==> src/ctt_pkg.sv <==
// Shared constants, codes and types of the console command tokenizer.
// Used by the lexer, the result queue, the top level and the testbench.
// No dependencies.
package ctt_pkg;

    // Token length limit and the width of the length counter
    localparam int MaxTokenLen = 1023;
    localparam int LenW        = $clog2(MaxTokenLen + 1);

    // Results one input word can cause, and the width of that count
    localparam int MaxRes  = 4;
    localparam int ResCntW = $clog2(MaxRes + 1);

    // Result queue geometry
    localparam int QDepth = 8;
    localparam int QPtrW  = $clog2(QDepth);
    localparam int QCntW  = $clog2(QDepth + 1);

    // Reset value of the argument limit register
    localparam logic [7:0] ArgLimitReset = 8'd80;

    // Lexer modes
    localparam logic [2:0] ModeEmpty   = 3'd0;
    localparam logic [2:0] ModeBetween = 3'd1;
    localparam logic [2:0] ModeSlash   = 3'd2;
    localparam logic [2:0] ModeWord    = 3'd3;
    localparam logic [2:0] ModeQuote   = 3'd4;
    localparam logic [2:0] ModeDiscard = 3'd5;

    // Result event codes
    localparam logic [1:0] EvChar   = 2'd0;
    localparam logic [1:0] EvTokEnd = 2'd1;
    localparam logic [1:0] EvCmdEnd = 2'd2;

    // Input kinds
    localparam logic KindText  = 1'b0;
    localparam logic KindFlush = 1'b1;

    // Characters the lexer looks for
    localparam logic [7:0] ChNul    = 8'h00;
    localparam logic [7:0] ChLf     = 8'h0A;
    localparam logic [7:0] ChCr     = 8'h0D;
    localparam logic [7:0] ChSpace  = 8'h20;
    localparam logic [7:0] ChQuote  = 8'h22;
    localparam logic [7:0] ChApos   = 8'h27;
    localparam logic [7:0] ChLparen = 8'h28;
    localparam logic [7:0] ChRparen = 8'h29;
    localparam logic [7:0] ChSlash  = 8'h2F;
    localparam logic [7:0] ChColon  = 8'h3A;
    localparam logic [7:0] ChSemi   = 8'h3B;
    localparam logic [7:0] ChLbrace = 8'h7B;
    localparam logic [7:0] ChRbrace = 8'h7D;

    // One result word
    typedef struct packed {
        logic [1:0] ev;
        logic [7:0] ch;
        logic [7:0] idx;
        logic       trunc;
        logic       last;
    } t_res;

    // Results of one input word, handed from the lexer to the queue
    typedef struct packed {
        logic [ResCntW-1:0]     n;
        t_res [MaxRes-1:0]      res;
    } t_push;

endpackage

==> src/ctt_if.sv <==
// Valid/ready channel interfaces of the console command tokenizer.
// No dependencies; nothing from ctt_pkg is used.
interface ctt_in_if;
    logic       valid;
    logic       ready;
    logic       kind;
    logic [7:0] byte_value;

    modport source (output valid, output kind, output byte_value, input ready);
    modport sink   (input valid, input kind, input byte_value, output ready);
endinterface

interface ctt_out_if;
    logic       valid;
    logic       ready;
    logic [1:0] event_res;
    logic [7:0] char_value;
    logic [7:0] arg_index;
    logic       truncated;
    logic       last;

    modport source (output valid, output event_res, output char_value, output arg_index,
                    output truncated, output last, input ready);
    modport sink   (input valid, input event_res, input char_value, input arg_index,
                    input truncated, input last, output ready);
endinterface

==> src/ctt_lexer.sv <==
// Lexer of the console command tokenizer: lexer state, argument limit register
// and the one-pass per-byte update that yields up to four results. Uses ctt_pkg.
module ctt_lexer (
    input  logic              i_clk,
    input  logic              i_rst_n,
    input  logic              i_step,
    input  logic              i_kind,
    input  logic [7:0]        i_byte,
    input  logic              i_cfg_we,
    input  logic [7:0]        i_cfg_wdata,
    output ctt_pkg::t_push    o_push
);

    typedef struct packed {
        logic [2:0]              mode;
        logic                    parity;
        logic [7:0]              cnt;
        logic [ctt_pkg::LenW-1:0] len;
        logic                    ovf;
    } t_lex_st;

    typedef struct packed {
        t_lex_st                                 st;
        logic [ctt_pkg::ResCntW-1:0]             n;
        ctt_pkg::t_res [ctt_pkg::MaxRes-1:0]     res;
    } t_work;

    t_lex_st    r_st;
    t_lex_st    n_st;
    logic [7:0] r_arg_limit;
    t_work      w_work;

    // Append one result
    function automatic t_work f_put(input t_work w, input logic [1:0] ev,
                                    input logic [7:0] ch, input logic tr);
        t_work r;
        r = w;
        if (r.n < ctt_pkg::ResCntW'(ctt_pkg::MaxRes)) begin
            r.res[r.n[$clog2(ctt_pkg::MaxRes)-1:0]] =
                '{ev: ev, ch: ch, idx: r.st.cnt, trunc: tr, last: 1'b0};
            r.n = r.n + ctt_pkg::ResCntW'(1);
        end
        return r;
    endfunction

    // Keep a token character, or drop it past the length limit
    function automatic t_work f_tok_char(input t_work w, input logic [7:0] b,
                                         input logic [7:0] lim);
        t_work r;
        r = w;
        if (r.st.len < ctt_pkg::LenW'(ctt_pkg::MaxTokenLen)) begin
            r.st.len = r.st.len + ctt_pkg::LenW'(1);
            if (r.st.cnt < lim) begin
                r = f_put(r, ctt_pkg::EvChar, b, 1'b0);
            end
        end else begin
            r.st.ovf = 1'b1;
        end
        return r;
    endfunction

    // Close the current token
    function automatic t_work f_tok_end(input t_work w, input logic [7:0] lim);
        t_work r;
        r = w;
        if (r.st.cnt < lim) begin
            r = f_put(r, ctt_pkg::EvTokEnd, 8'h00, r.st.ovf);
            if (r.st.cnt != 8'hFF) begin
                r.st.cnt = r.st.cnt + 8'd1;
            end
        end
        r.st.len = '0;
        r.st.ovf = 1'b0;
        return r;
    endfunction

    function automatic logic f_is_punct(input logic [7:0] b);
        return (b == ctt_pkg::ChLbrace) || (b == ctt_pkg::ChRbrace) ||
               (b == ctt_pkg::ChRparen) || (b == ctt_pkg::ChLparen) ||
               (b == ctt_pkg::ChApos)   || (b == ctt_pkg::ChColon);
    endfunction

    // A byte that continues a word
    function automatic t_work f_word_byte(input t_work w, input logic [7:0] b,
                                          input logic [7:0] lim);
        t_work r;
        r = w;
        if (b == ctt_pkg::ChNul) begin
            r = f_tok_end(r, lim);
            r.st.mode = ctt_pkg::ModeDiscard;
        end else if (b <= ctt_pkg::ChSpace) begin
            r = f_tok_end(r, lim);
            r.st.mode = ctt_pkg::ModeBetween;
        end else if (f_is_punct(b)) begin
            r = f_tok_end(r, lim);
            r = f_tok_char(r, b, lim);
            r = f_tok_end(r, lim);
            r.st.mode = ctt_pkg::ModeBetween;
        end else begin
            r = f_tok_char(r, b, lim);
        end
        return r;
    endfunction

    // Finish any open token, then end the command
    function automatic t_work f_cmd_end(input t_work w, input logic [7:0] lim);
        t_work r;
        r = w;
        if (r.st.mode == ctt_pkg::ModeSlash) begin
            r = f_tok_char(r, ctt_pkg::ChSlash, lim);
            r = f_tok_end(r, lim);
        end else if (r.st.mode == ctt_pkg::ModeWord || r.st.mode == ctt_pkg::ModeQuote) begin
            r = f_tok_end(r, lim);
        end
        r = f_put(r, ctt_pkg::EvCmdEnd, 8'h00, 1'b0);
        r.st = '{mode: ctt_pkg::ModeEmpty, parity: 1'b0, cnt: 8'd0, len: '0, ovf: 1'b0};
        return r;
    endfunction

    // Per-byte update
    always_comb begin
        w_work     = '0;
        w_work.st  = r_st;
        if (i_kind == ctt_pkg::KindFlush) begin
            if (r_st.mode != ctt_pkg::ModeEmpty) begin
                w_work = f_cmd_end(w_work, r_arg_limit);
            end
        end else if (i_byte == ctt_pkg::ChLf || i_byte == ctt_pkg::ChCr ||
                     (i_byte == ctt_pkg::ChSemi && !r_st.parity)) begin
            w_work = f_cmd_end(w_work, r_arg_limit);
        end else begin
            if (i_byte == ctt_pkg::ChQuote) begin
                w_work.st.parity = ~r_st.parity;
            end
            unique case (r_st.mode)
                ctt_pkg::ModeEmpty, ctt_pkg::ModeBetween: begin
                    w_work.st.mode = ctt_pkg::ModeBetween;
                    if (i_byte == ctt_pkg::ChNul) begin
                        w_work.st.mode = ctt_pkg::ModeDiscard;
                    end else if (i_byte <= ctt_pkg::ChSpace) begin
                        // whitespace between tokens is skipped
                    end else if (i_byte == ctt_pkg::ChSlash) begin
                        w_work.st.mode = ctt_pkg::ModeSlash;
                    end else if (i_byte == ctt_pkg::ChQuote) begin
                        w_work.st.len  = '0;
                        w_work.st.ovf  = 1'b0;
                        w_work.st.mode = ctt_pkg::ModeQuote;
                    end else if (f_is_punct(i_byte)) begin
                        w_work = f_tok_char(w_work, i_byte, r_arg_limit);
                        w_work = f_tok_end(w_work, r_arg_limit);
                    end else begin
                        w_work = f_tok_char(w_work, i_byte, r_arg_limit);
                        w_work.st.mode = ctt_pkg::ModeWord;
                    end
                end
                ctt_pkg::ModeSlash: begin
                    if (i_byte == ctt_pkg::ChSlash) begin
                        w_work.st.mode = ctt_pkg::ModeDiscard;
                    end else begin
                        // held slash turns out to start a word
                        w_work = f_tok_char(w_work, ctt_pkg::ChSlash, r_arg_limit);
                        w_work.st.mode = ctt_pkg::ModeWord;
                        w_work = f_word_byte(w_work, i_byte, r_arg_limit);
                    end
                end
                ctt_pkg::ModeWord: begin
                    w_work = f_word_byte(w_work, i_byte, r_arg_limit);
                end
                ctt_pkg::ModeQuote: begin
                    if (i_byte == ctt_pkg::ChQuote) begin
                        w_work = f_tok_end(w_work, r_arg_limit);
                        w_work.st.mode = ctt_pkg::ModeBetween;
                    end else if (i_byte == ctt_pkg::ChNul) begin
                        w_work = f_tok_end(w_work, r_arg_limit);
                        w_work.st.mode = ctt_pkg::ModeDiscard;
                    end else begin
                        w_work = f_tok_char(w_work, i_byte, r_arg_limit);
                    end
                end
                default: begin
                    w_work.st.mode = ctt_pkg::ModeDiscard;
                end
            endcase
        end
    end

    // Flag the final result of the word and gate on acceptance
    always_comb begin
        o_push.res = w_work.res;
        o_push.n   = i_step ? w_work.n : '0;
        n_st       = i_step ? w_work.st : r_st;
        for (int k = 0; k < ctt_pkg::MaxRes; k++) begin
            if (ctt_pkg::ResCntW'(k + 1) == w_work.n) begin
                o_push.res[k].last = 1'b1;
            end
        end
    end

    // State and configuration registers
    always_ff @(posedge i_clk) begin
        if (!i_rst_n) begin
            r_st        <= '{mode: ctt_pkg::ModeEmpty, parity: 1'b0, cnt: 8'd0,
                             len: '0, ovf: 1'b0};
            r_arg_limit <= ctt_pkg::ArgLimitReset;
        end else begin
            r_st <= n_st;
            if (i_cfg_we) begin
                r_arg_limit <= i_cfg_wdata;
            end
        end
    end

`ifndef SYNTH
    // a word never yields more results than the queue reserves
    a_res_bound: assert property (@(posedge i_clk) disable iff (!i_rst_n)
        o_push.n <= ctt_pkg::ResCntW'(ctt_pkg::MaxRes))
        else $error("lexer produced too many results");

    // exactly one result of a word carries last
    a_one_last: assert property (@(posedge i_clk) disable iff (!i_rst_n)
        o_push.n != '0 |-> $countones({o_push.res[3].last, o_push.res[2].last,
                                       o_push.res[1].last, o_push.res[0].last}) == 1)
        else $error("last flag not unique");

    // a newline always closes the command and clears the count
    a_lf_clears: assert property (@(posedge i_clk) disable iff (!i_rst_n)
        i_step && i_kind == ctt_pkg::KindText && i_byte == ctt_pkg::ChLf |=>
        r_st.mode == ctt_pkg::ModeEmpty && r_st.cnt == 8'd0 && !r_st.parity)
        else $error("newline did not end the command");
`endif

endmodule

==> src/ctt_res_queue.sv <==
// Result queue of the console command tokenizer: takes up to four result words
// per cycle from the lexer and delivers one per handshake. Uses ctt_pkg.
module ctt_res_queue (
    input  logic             i_clk,
    input  logic             i_rst_n,
    input  ctt_pkg::t_push   i_push,
    output logic             o_space,
    output logic             o_valid,
    output ctt_pkg::t_res    o_head,
    input  logic             i_pop
);

    ctt_pkg::t_res                  r_q [ctt_pkg::QDepth];
    logic [ctt_pkg::QPtrW-1:0]      r_wr_ptr;
    logic [ctt_pkg::QPtrW-1:0]      r_rd_ptr;
    logic [ctt_pkg::QCntW-1:0]      r_cnt;
    logic                           w_pop;

    // Room for a full set of results from one word
    assign o_space = r_cnt <= ctt_pkg::QCntW'(ctt_pkg::QDepth - ctt_pkg::MaxRes);
    assign o_valid = r_cnt != '0;
    assign o_head  = r_q[r_rd_ptr];
    assign w_pop   = i_pop && o_valid;

    // Storage writes
    always_ff @(posedge i_clk) begin
        for (int k = 0; k < ctt_pkg::MaxRes; k++) begin
            if (ctt_pkg::ResCntW'(k) < i_push.n) begin
                r_q[r_wr_ptr + ctt_pkg::QPtrW'(k)] <= i_push.res[k];
            end
        end
    end

    // Pointers and fill count
    always_ff @(posedge i_clk) begin
        if (!i_rst_n) begin
            r_wr_ptr <= '0;
            r_rd_ptr <= '0;
            r_cnt    <= '0;
        end else begin
            r_wr_ptr <= r_wr_ptr + ctt_pkg::QPtrW'(i_push.n);
            r_rd_ptr <= r_rd_ptr + ctt_pkg::QPtrW'(w_pop);
            r_cnt    <= r_cnt + ctt_pkg::QCntW'(i_push.n) - ctt_pkg::QCntW'(w_pop);
        end
    end

`ifndef SYNTH
    // never more words stored than entries
    a_no_overflow: assert property (@(posedge i_clk) disable iff (!i_rst_n)
        r_cnt <= ctt_pkg::QCntW'(ctt_pkg::QDepth))
        else $error("result queue overflow");

    // results only arrive when space was advertised
    a_push_space: assert property (@(posedge i_clk) disable iff (!i_rst_n)
        i_push.n != '0 |-> o_space)
        else $error("push without space");

    // fill count tracks pushes and pops
    a_cnt_track: assert property (@(posedge i_clk) disable iff (!i_rst_n)
        1'b1 |=> r_cnt == $past(r_cnt) + ctt_pkg::QCntW'($past(i_push.n))
                          - ctt_pkg::QCntW'($past(w_pop)))
        else $error("fill count mismatch");
`endif

endmodule

==> src/console_command_tokenizer_top.sv <==
// Console command tokenizer top level: one byte word per cycle in while there
// is queue space, token and command event words out through a result queue.
// Uses ctt_pkg, ctt_if, ctt_lexer and ctt_res_queue.
// The results of a byte are registered in the queue when the byte is accepted.
// Throughput: one byte per cycle while the queue has room; output drains one
// word per cycle while ready is high; a byte yields up to 4 words (queue of 8).
// Reset: synchronous active low; empties the queue, clears the lexer, limit 80.
module console_command_tokenizer_top (
    input  logic        i_clk,
    input  logic        i_rst_n,
    input  logic        i_cfg_we,
    input  logic [7:0]  i_cfg_wdata,
    ctt_in_if.sink      i_in,
    ctt_out_if.source   o_out
);

    ctt_pkg::t_push w_push;
    ctt_pkg::t_res  w_head;
    logic           w_space;
    logic           w_valid;
    logic           w_step;

    // Input handshake
    assign i_in.ready = w_space;
    assign w_step     = i_in.valid && w_space;

    ctt_lexer u_lexer (
        .i_clk      (i_clk),
        .i_rst_n    (i_rst_n),
        .i_step     (w_step),
        .i_kind     (i_in.kind),
        .i_byte     (i_in.byte_value),
        .i_cfg_we   (i_cfg_we),
        .i_cfg_wdata(i_cfg_wdata),
        .o_push     (w_push)
    );

    ctt_res_queue u_queue (
        .i_clk  (i_clk),
        .i_rst_n(i_rst_n),
        .i_push (w_push),
        .o_space(w_space),
        .o_valid(w_valid),
        .o_head (w_head),
        .i_pop  (o_out.ready)
    );

    // Output word
    assign o_out.valid      = w_valid;
    assign o_out.event_res  = w_head.ev;
    assign o_out.char_value = w_head.ch;
    assign o_out.arg_index  = w_head.idx;
    assign o_out.truncated  = w_head.trunc;
    assign o_out.last       = w_head.last;

endmodule

==> src/flat_wrapper.sv <==
// flat-port wrapper written by rule: the top's interface ports become plain ports
module console_command_tokenizer_top_flat 
  (i_clk, i_rst_n, i_cfg_we, i_cfg_wdata, i_in_valid, i_in_kind, i_in_byte_value, i_in_ready, o_out_valid, o_out_event_res, o_out_char_value, o_out_arg_index, o_out_truncated, o_out_last, o_out_ready);
  ctt_in_if i_in_i ();
  ctt_out_if o_out_i ();
  input  logic i_clk;
  input  logic i_rst_n;
  input  logic i_cfg_we;
  input  logic [7:0] i_cfg_wdata;
  input wire logic [$bits(i_in_i.valid)-1:0] i_in_valid;
  input wire logic [$bits(i_in_i.kind)-1:0] i_in_kind;
  input wire logic [$bits(i_in_i.byte_value)-1:0] i_in_byte_value;
  output wire logic [$bits(i_in_i.ready)-1:0] i_in_ready;
  output wire logic [$bits(o_out_i.valid)-1:0] o_out_valid;
  output wire logic [$bits(o_out_i.event_res)-1:0] o_out_event_res;
  output wire logic [$bits(o_out_i.char_value)-1:0] o_out_char_value;
  output wire logic [$bits(o_out_i.arg_index)-1:0] o_out_arg_index;
  output wire logic [$bits(o_out_i.truncated)-1:0] o_out_truncated;
  output wire logic [$bits(o_out_i.last)-1:0] o_out_last;
  input wire logic [$bits(o_out_i.ready)-1:0] o_out_ready;
  assign i_in_i.valid = i_in_valid;
  assign i_in_i.kind = i_in_kind;
  assign i_in_i.byte_value = i_in_byte_value;
  assign i_in_ready = i_in_i.ready;
  assign o_out_valid = o_out_i.valid;
  assign o_out_event_res = o_out_i.event_res;
  assign o_out_char_value = o_out_i.char_value;
  assign o_out_arg_index = o_out_i.arg_index;
  assign o_out_truncated = o_out_i.truncated;
  assign o_out_last = o_out_i.last;
  assign o_out_i.ready = o_out_ready;
  console_command_tokenizer_top u_core (.i_clk(i_clk), .i_rst_n(i_rst_n), .i_cfg_we(i_cfg_we), .i_cfg_wdata(i_cfg_wdata), .i_in(i_in_i), .o_out(o_out_i));
endmodule
==> config.mk <==
export PLATFORM = sky130hd
export DESIGN_NAME = console_command_tokenizer_top_flat
export DESIGN_NICKNAME = d
export VERILOG_FILES = /design/src/ctt_pkg.sv /design/src/ctt_if.sv /design/src/ctt_lexer.sv /design/src/ctt_res_queue.sv /design/src/console_command_tokenizer_top.sv /design/src/flat_wrapper.sv
export SDC_FILE = /design/constraint.sdc
export NUM_CORES = 1
export LEC_CHECK = 0
export BUFFER_PORTS_ARGS = -buffer_cell sky130_fd_sc_hd__buf_2
export CORE_ASPECT_RATIO = 0.5
export CORE_UTILIZATION = 25
export DETAILED_ROUTE_END_ITERATION = 10
export MAX_ROUTING_LAYER = met4
export PLACE_DENSITY_LB_ADDON = 0.2
export RECOVER_POWER = 50
export SLEW_MARGIN = 15
export SYNTH_ARGS = -nofsm -noshare
export SYNTH_HDL_FRONTEND = slang
export SYNTH_HIERARCHICAL = 1
export SYNTH_SLANG_ARGS = --single-unit
export TNS_END_PERCENT = 20
==> constraint.sdc <==
create_clock -name i_clk -period 8.03 [get_ports i_clk]
set_clock_uncertainty 0.05 [all_clocks]
set_input_delay 1.2045 -clock i_clk [delete_from_list [all_inputs] [get_ports i_clk]]
set_output_delay 1.2045 -clock i_clk [all_outputs]
set_load 0.02 [all_outputs]
Word level (Yosys, flattened, before mapping)
Memory sizes are Yosys's and may differ from the RTL's. A register that Yosys moved wholly into a read port is not among the register bits.
Index checks and enable logic that the tools add are counted.
{"block": "totals", "mem_bits_rw": 160, "output_inout_bits": 22, "mem_count": 1, "input_bits": 22, "ff_bits": 41, "word_cells": 352}
{"block": "op_classes", "n_eq_ne": 32, "order_cmp": 47, "n_reduce_logical": 31, "n_addsub": 26, "n_mux": 205, "bitwise_logic": 1}
{"name": "u_core.u_queue.r_q", "words": 8, "word_bits": 20, "read_ports": 1, "rd_clocked_by_memory_dff": 1, "wr": 4, "line_no": "ctt_res_queue.sv:13", "rtl": "ctt_pkg::t_res r_q [ctt_pkg::QDepth];"}
{"operator": "$mux W83", "n": 36}
{"operator": "$mux W103", "n": 29}
{"operator": "$mux W102", "n": 15}
{"operator": "$mux W106", "n": 11}
{"operator": "$bwmux W80", "n": 11}
{"operator": "$pmux W103 S4", "n": 1}
{"operator": "$mux W81", "n": 5}
{"operator": "$demux W20 S2", "n": 10}
{"operator": "$mux W105", "n": 2}
{"operator": "$mux W20", "n": 10}
{"operator": "$mux W22", "n": 8}
{"operator": "$mux W18", "n": 5}
{"operator": "$mux W19", "n": 4}
{"operator": "$lt A8 B8 Y1", "n": 9}
{"operator": "$add A8 B1 Y8 const B", "n": 7}
{"operator": "$eq A8 B6 Y1 const B", "n": 7}
{"operator": "$mux W8", "n": 7}
{"operator": "$ne A8 B8 Y1 const B", "n": 7}
{"operator": "$mux W10", "n": 5}
{"operator": "$mux W1", "n": 37}
{"operator": "$add A3 B1 Y3 const B", "n": 11}
{"operator": "$lt A2 B3 Y1 const B", "n": 10}
{"operator": "$lt A3 B3 Y1 const B", "n": 10}
{"operator": "$add A10 B1 Y10 const B", "n": 2}
{"operator": "other kinds (38)", "n": 83}

Logic depth before layout (Yosys ltp)
Gate-level depths: netlist of the first run.
{"block": "depth", "word_depth": 53, "mapped_depth": 33, "mapped_depth_nobuf": 29}

Modules after synthesis
The synthesis of the first run kept the hierarchy.
{"mod": "ctt_res_queue", "n_inst": 1, "cells_each": 1073, "area_each_um2": 11184.5, "seq_area_each_um2": 5004.8}
{"mod": "ctt_lexer", "n_inst": 1, "cells_each": 960, "area_each_um2": 6328.6, "seq_area_each_um2": 620.6}
{"mod": "console_command_tokenizer_top", "n_inst": 1, "cells_each": 1, "area_each_um2": 6.3, "seq_area_each_um2": 0.0}

Worst setup path after synthesis of the first run
No wires, ideal clock.
{"block": "synth_timing", "kind": "register to register", "start": "register u_core.u_lexer.r_arg_limit[3]", "end": "memory u_core/u_queue/r_q[0][0] (netlist bit), enable pin", "n_path_buf": 5, "slack_ns": 0.288, "setup_time_ns": 0.469, "synth_period_minus_slack_ns": 7.742, "arrival_time_ns": 7.223, "required_time_ns": 7.511, "stages_incl_launch_ff": 27, "cell_sequence": "dfxtp_1 > inv_1 > ha_1 > a21oi_1 > a31oi_1 > clkbuf_1 > nor2_1 > clkbuf_1 > nand2_1 > nand2_1 > ha_1 > a21oi_1 > a21oi_1 > nor3_1 > and3_1 > a22o_1 > buf_2 > buf_2 > ha_1 > inv_1 > nor3_2 > nand3_1 > o21ai_1 > and2_1 > buf_2 > o31ai_1 > o311ai_0"}
{"item": "start: declaration", "line_no": "ctt_lexer.sv:30", "rtl": "logic [7:0] r_arg_limit;"}
{"item": "start signal: assignment", "line_no": "ctt_lexer.sv:204", "rtl": "r_arg_limit <= ctt_pkg::ArgLimitReset;"}
{"item": "start signal: assignment", "line_no": "ctt_lexer.sv:208", "rtl": "r_arg_limit <= i_cfg_wdata;"}
{"item": "end: declaration", "line_no": "ctt_res_queue.sv:13"}

==> metrics.txt, run 1 <==
status complete, but fails checks; failing checks DRC, capacitance limit, slew limit; share of cells above drive strength 1 13.9%; Die ar. 0.0712 mm2; DR vias 16,400; H-tree Lvls 1; num rows 68; CTS sink count 201; Initial Utilization 25.3%; Lkg Pwr 6.52 nW; Reg clk slew, reported paths 0.06 ns; WL per Instance 25.7 um; Synth cell types 95; CP peak stage delay 0.81 ns; EDFF count, synth 160; CTS tree yes; Worst slew margin -109%; worst slew pin tran 3.14 ns; max-slew violation count 51; most common cell after layout, fill and taps aside nand2_1; max_cap viols 2; Max IR drop VDD 0.132 mV; initial DRC count 1,820; setup TNS 0 ns; first-pass iteration count of the detailed router 9; most frequent cells in the layout 234 x nand2_1, 160 x edfxtp_1, 158 x o22ai_1; Syn Inst Count 2,034; Worst-Skew Late Latency 0.58 ns; Final Hold Fails 0; maximum number of pins on one net before global-route repair 42; asr flop ratio synth 0%; RSZ-0062 raised after global routing no; number of buffers added on ports 43; reg-to-reg slack, setup 0.33 ns; Die Wd 376 um; DRT antenna net count 0; Fmax 130 MHz; Syn Area/Cell 8.61 um2; drt drc 2; Mapped Area 0.0175 mm2; total CTS buffers 24; CP Cell Sequence ha_1, a21oi_1, o21ai_1, nor2_1, inv_1, a21o_1, ha_1, o21ai_0, nor2_1, nor3_1, and3_1, a22o_1, buf_4, ha_1, nand2_1, o31ai_1, a221oi_1, o21ai_1, and2_1, a21o_1, nand3_1, and2_0, clkbuf_1, a31oi_1; WP data required 8.21 ns; Post-CTS Setup Bufs 0; DP HPWL 50,400 um; initial antenna violation count 1; critical path class register to register; total global-route track usage 20.7%; final wirelength 73,400 um; r2r startpoint u_core/u_lexer/r_st[15]$_SDFFE_PN0P_; Gates resized, CTS repair 0; first-pass GRT wire length 108,000 um; placer congestion estimate 0.936; Max FO, Critical Path 19; hold wc startpoint u_core/u_lexer/r_arg_limit[3]$_SDFFE_PN0P_; Main synth FF type edfxtp_1; Top Ports 44; CP endpoint kind register; crit path from u_core/u_lexer/r_st[15]$_SDFFE_PN0P_; Synth Register Bits 201; Layout area overhead 7.94%; Hold Crit Class register to register; vias per inst 5.73; final hold slack 0.445 ns; CTS Root Cell clkbuf_16; yosys warns 6; power per cell area 176 mW/mm2; Final Cycle Share 95.8%; Setup-failing EPs final 0; most used cell, CP ha_1; clock tree buffer depth 3; Critical Path AT 7.88 ns; grt ovf 0; number of global-route vias before repair 15,600; register area share after synthesis 32.1%; Slowest-stage cell, CP dfxtp_1; clock period minus worst slack 7.70 ns; Die H 189 um; Setup crit start kind register; core area 0.0692 mm2; total chip power 3.33 mW; nets@finish 1,959; cts hold-fix bufs 0
sequential cells by signal, indices dropped and copies added, names as in the netlist:
register / flops
u_core/u_lexer/r_arg_limit: 8
u_core/u_lexer/r_st: 23
u_core/u_queue/r_cnt: 4
u_core/u_queue/r_rd_ptr: 3
u_core/u_queue/r_wr_ptr: 3
u_core/u_queue/r_q: 160
layout make-up:
cell class,count,area [um2]
inverter,66,248
multi-input combinational,1466,10200
fill,7410,50300
sequential,201,5630
tap,945,1180
antenna,1,2.50
clock buffer,33,634
clock inverter,11,165
timing repair buffer,139,898
logic make-up after synthesis:
family	after synthesis	share of synthesized area (%)
buf+inv	377	10.4
other cells	1	0.0214
fa+ha+maj	40	2.93
mux	174	12.9
simple gates	575	15.7
xor+xnor	25	1.29
compound gates	641	24.6
flops	201	32.1
power by group:
| group | internal, mW | switching [mW] |
|---|---|---|
| sequential | 1.19 | 0.0895 |
| combinational | 0.365 | 0.521 |
| clock | 0.681 | 0.475 |
| total | 2.24 | 1.09 |
layer usage:
layer | track usage [%] | part of all wire [%]
met1 | 28.5 | 45
met2 | 31.3 | 44
met3 | 3.20 | 8.4
met4 | 5.64 | 3.0
met5 | - | 0
synth_stat cells, types with 22 or more instances:
library cell  instances  area, um2
nand2_1             234        878
ha_1                 37        463
clkbuf_1            137        514
dfxtp_1              41        821
edfxtp_1            160       4800
o21ai_0              61        305
and2_1               45        282
buf_2                38        190
a221oi_2             22        330
a31oi_1              85        532
nor2_1              103        387
buf_1                47        176
or3_1                22        138
o22ai_1             158        988
mux4_2               40        901
nand3_1              48        240
a21oi_1             141        706
buf_4                83        623
inv_1                63        236
nor3_1               30        150
mux2i_1             114       1140
worst paths after layout:
| path | cells after the start | to |
|---|---|---|
| min | 2 | u_core/u_lexer/r_arg_limit[3]$_SDFFE_PN0P_ |
| min reg2reg | 2 | u_core/u_lexer/r_arg_limit[3]$_SDFFE_PN0P_ |
| max | 24 | u_core/u_queue/r_q[4][18]$_DFFE_PP_ |
| max reg2reg | 24 | u_core/u_queue/r_q[4][18]$_DFFE_PP_ |
worst max-delay path: cells and delay by family, from the launching register on:
family                   cells  cell delay, ns
AND/OR/NAND/NOR              8            1.79
buffers and inverters        3            1.15
flip-flops                   1            0.81
adder cells (fa/ha/maj)      3            0.80
AO/OA/AOI/OAI               10            2.75
through the flow:
stage	setup slack [ns]	cells	util (%)	cell area, um2
2_1_floorplan	0.288	2044	-	17600
3_3_place_gp	0.823	2817	26.3	18200
3_5_place_dp	0.634	2817	26.3	18200
4_1_cts	0.620	2861	27.5	19000
5_1_grt	0.0399	2861	27.3	18900
6_report	0.335	2862	27.3	18900
Power figures use the tool's default switching activity.
==> run 2, diff against run 1 <==
--- a/config.mk
+++ b/config.mk
@@ -10,7 +10,6 @@
 export CORE_UTILIZATION = 25
 export DETAILED_ROUTE_END_ITERATION = 10
 export MAX_ROUTING_LAYER = met4
-export PLACE_DENSITY_LB_ADDON = 0.2
 export RECOVER_POWER = 50
 export SLEW_MARGIN = 15
 export SYNTH_ARGS = -nofsm -noshare
==> run 2 against run 1 <==
The flow still finishes with violations (DRC, capacitance limit, slew limit). Cell area decreased by 0.67%. Die area is the same. Wire length shrank 5.7%. Clock power decreased by 5%. Global-route usage down 1.3 points. Sequential share of layout area grew 0.20 points. Flip-flop and latch count unchanged. Sequential power fell by 4%. Via count is 2.0% higher. First-iteration DRC count up 37%. Hold slack improved by 0.0020 ns. Critical endpoint is now u_core/u_queue/r_q[0][2]$_DFFE_PP_. Largest cell class unchanged.
==> metrics.txt, run 2 (synthesis gave the netlist of run 1 again) <==
most frequent cells in the layout 234 x nand2_1, 160 x edfxtp_1, 158 x o22ai_1; core area 0.0692 mm2; final wirelength 69,300 um; Die H 189 um; nets@finish 1,943; number of buffers added on ports 43; failing checks DRC, capacitance limit, slew limit; Initial Utilization 25.3%; maximum number of pins on one net before global-route repair 42; R2R Path End u_core/u_queue/r_q[0][2]$_DFFE_PP_; first-pass iteration count of the detailed router 9; Max FO, Critical Path 21; CP peak stage delay 0.77 ns; dpl cells 2,802; num rows 68; Setup WS post-layout 0.505 ns; Final Hold Fails 0; Worst Path Buf+Inv 4; H-tree Lvls 1; Hold Crit Class register to register; hold wc startpoint u_core/u_lexer/r_arg_limit[7]$_SDFFE_PN0P_; total global-route track usage 19.3%; reg-to-reg slack, setup 0.50 ns; RSZ-0062 raised after global routing no; Layout area overhead 7.21%; Slowest-stage cell, CP dfxtp_1; max-slew violation count 42; Reg2Reg Depth 24; setup TNS 0 ns; drt drc 1; Fmax 133 MHz; r2r startpoint u_core/u_lexer/r_st[11]$_SDFFE_PN0P_; Reg clk slew, reported paths 0.06 ns; combinational share of power 28.5%; worst hold path depth 2; DP HPWL 46,200 um; Top delay family on crit path simple AND/OR/NAND/NOR gates; CP endpoint kind register; Die Wd 376 um; max_cap viols 1; vias per inst 5.89; initial antenna violation count 0; share of cells above drive strength 1 13.8%; grt ovf 0; initial DRC count 2,489; Largest regs u_core/u_queue/r_q: 160 flops, u_core/u_lexer/r_st: 23 flops, u_core/u_lexer/r_arg_limit: 8 flops; Seq pwr share 37.8%; cts hold-fix bufs 0; first-pass GRT wire length 103,000 um; crit path from u_core/u_lexer/r_st[11]$_SDFFE_PN0P_; number of global-route vias before repair 15,900; sw frac 33.1%; Net Sw Power 1.08 mW; critical path class register to register; Gates resized, CTS repair 0; total CTS buffers 23; Biggest register u_core/u_queue/r_q; CP Cell Sequence ha_1, nand3_1, nor2_1, nor2_1, nand3_1, xor2_1, inv_1, ha_1, nand3_1, a21oi_1, nor3_1, and3_1, a22o_1, inv_1, ha_1, mux2i_1, a221oi_2, o21ai_1, and2_1, o21ai_1, or3_1, clkbuf_2, o311ai_2, buf_4; Critical Path AT 7.69 ns; Final Cycle Share 93.7%; hold worst-path end u_core/u_lexer/r_arg_limit[7]$_SDFFE_PN0P_; DRT antenna net count 0; fin util 27.2%; number of flip-flops in the largest register 160; FF+latch area 0.00563 mm2; Top Ports 44; number of diodes 0; DR vias 16,700; final hold slack 0.447 ns; # fillers 7,379; CTS tree yes; Worst-Skew Late Latency 0.57 ns; clock period minus worst slack 7.53 ns; CTS sink count 201; internal power 2.18 mW; WP data required 8.19 ns; Die ar. 0.0712 mm2; setup slack at placement 0.956 ns; Max IR drop VDD 0.140 mV; most common cell after layout, fill and taps aside nand2_1; multi-input logic area 0.0102 mm2; Post-CTS Setup Bufs 0; worst slew pin tran 2.89 ns; Finished Layout Cells 2,844; Lkg Pwr 6.45 nW; Setup-failing EPs final 0; Worst slew margin -92.7%; WL per Instance 24.4 um; CTS Root Cell clkbuf_16; status complete, but fails checks; Setup crit start kind register; power per cell area 173 mW/mm2; Clk pwr share 33.7%; placer congestion estimate 0.999; clock tree buffer depth 3
## run 2: cell types whose count changed in the layout (fill, tap and decap cells not counted), moves of 3 or more
cell / change
clkbuf_1: -7
clkbuf_8: +6
buf_4: -12
bufinv_16: -3
## run 2: layout make-up
type	instances	area share [%]
multi-input combinational	1466	54.2
timing repair buffer	124	4.17
clock inverter	9	0.520
clock buffer	33	3.58
inverter	66	1.32
tap	945	6.29
sequential	201	30.0
## run 2: worst register-to-register path, stage by stage, from the launching register on
cell      delay, ns
dfxtp_1        0.77
ha_1           0.42
nand3_1        0.16
nor2_1         0.33
nor2_1         0.12
nand3_1        0.17
xor2_1         0.44
inv_1          0.23
ha_1           0.35
nand3_1        0.09
a21oi_1        0.07
nor3_1         0.20
and3_1         0.18
a22o_1         0.24
inv_1          0.30
ha_1           0.34
mux2i_1        0.19
a221oi_2       0.11
o21ai_1        0.30
and2_1         0.38
o21ai_1        0.20
or3_1          0.42
clkbuf_2       0.45
o311ai_2       0.22
buf_4          0.42
## run 2: worst max-delay path by stage
stage	slack (ns)	end	cells past startpoint
floorplan	0.29	u_core/u_queue/r_q[0][0]$_DFFE_PP_	26
global placement	1.09	u_core/u_queue/r_q[2][17]$_DFFE_PP_	24
detailed placement	0.96	u_core/u_queue/r_q[2][13]$_DFFE_PP_	24
CTS	0.92	u_core/u_queue/r_q[2][2]$_DFFE_PP_	24
global route	0.11	u_core/u_queue/r_q[0][4]$_DFFE_PP_	24
finish	0.50	u_core/u_queue/r_q[0][2]$_DFFE_PP_	24
## run 2: layer usage
metal	global-route usage (%)	vias to the layer above	wire (um)
met5	-	-	0
met4	8.80	0	3340
met3	3.75	234	7790
met2	29.6	1160	30900
met1	24.7	8071	27300
li1	-	7273	-
## run 2: power groups by stage
stage	Combinational [mW]	Clock [mW]	Sequential, mW
finish	0.927	1.10	1.23
CTS	0.933	1.12	1.23
detailed placement	0.929	0	1.25
global placement	0.920	0	1.25
floorplan	0.691	0	1.23
global route	0.996	1.15	1.24
## run 2: stage by stage
| stage | total power, mW | instance area (um2) |
|---|---|---|
| finish | 3.26 | 18800 |
| global route | 3.39 | 18800 |
| CTS | 3.28 | 18800 |
| detailed placement | 2.18 | 18000 |
| global placement | 2.17 | 18000 |
| floorplan | 1.92 | 17600 |
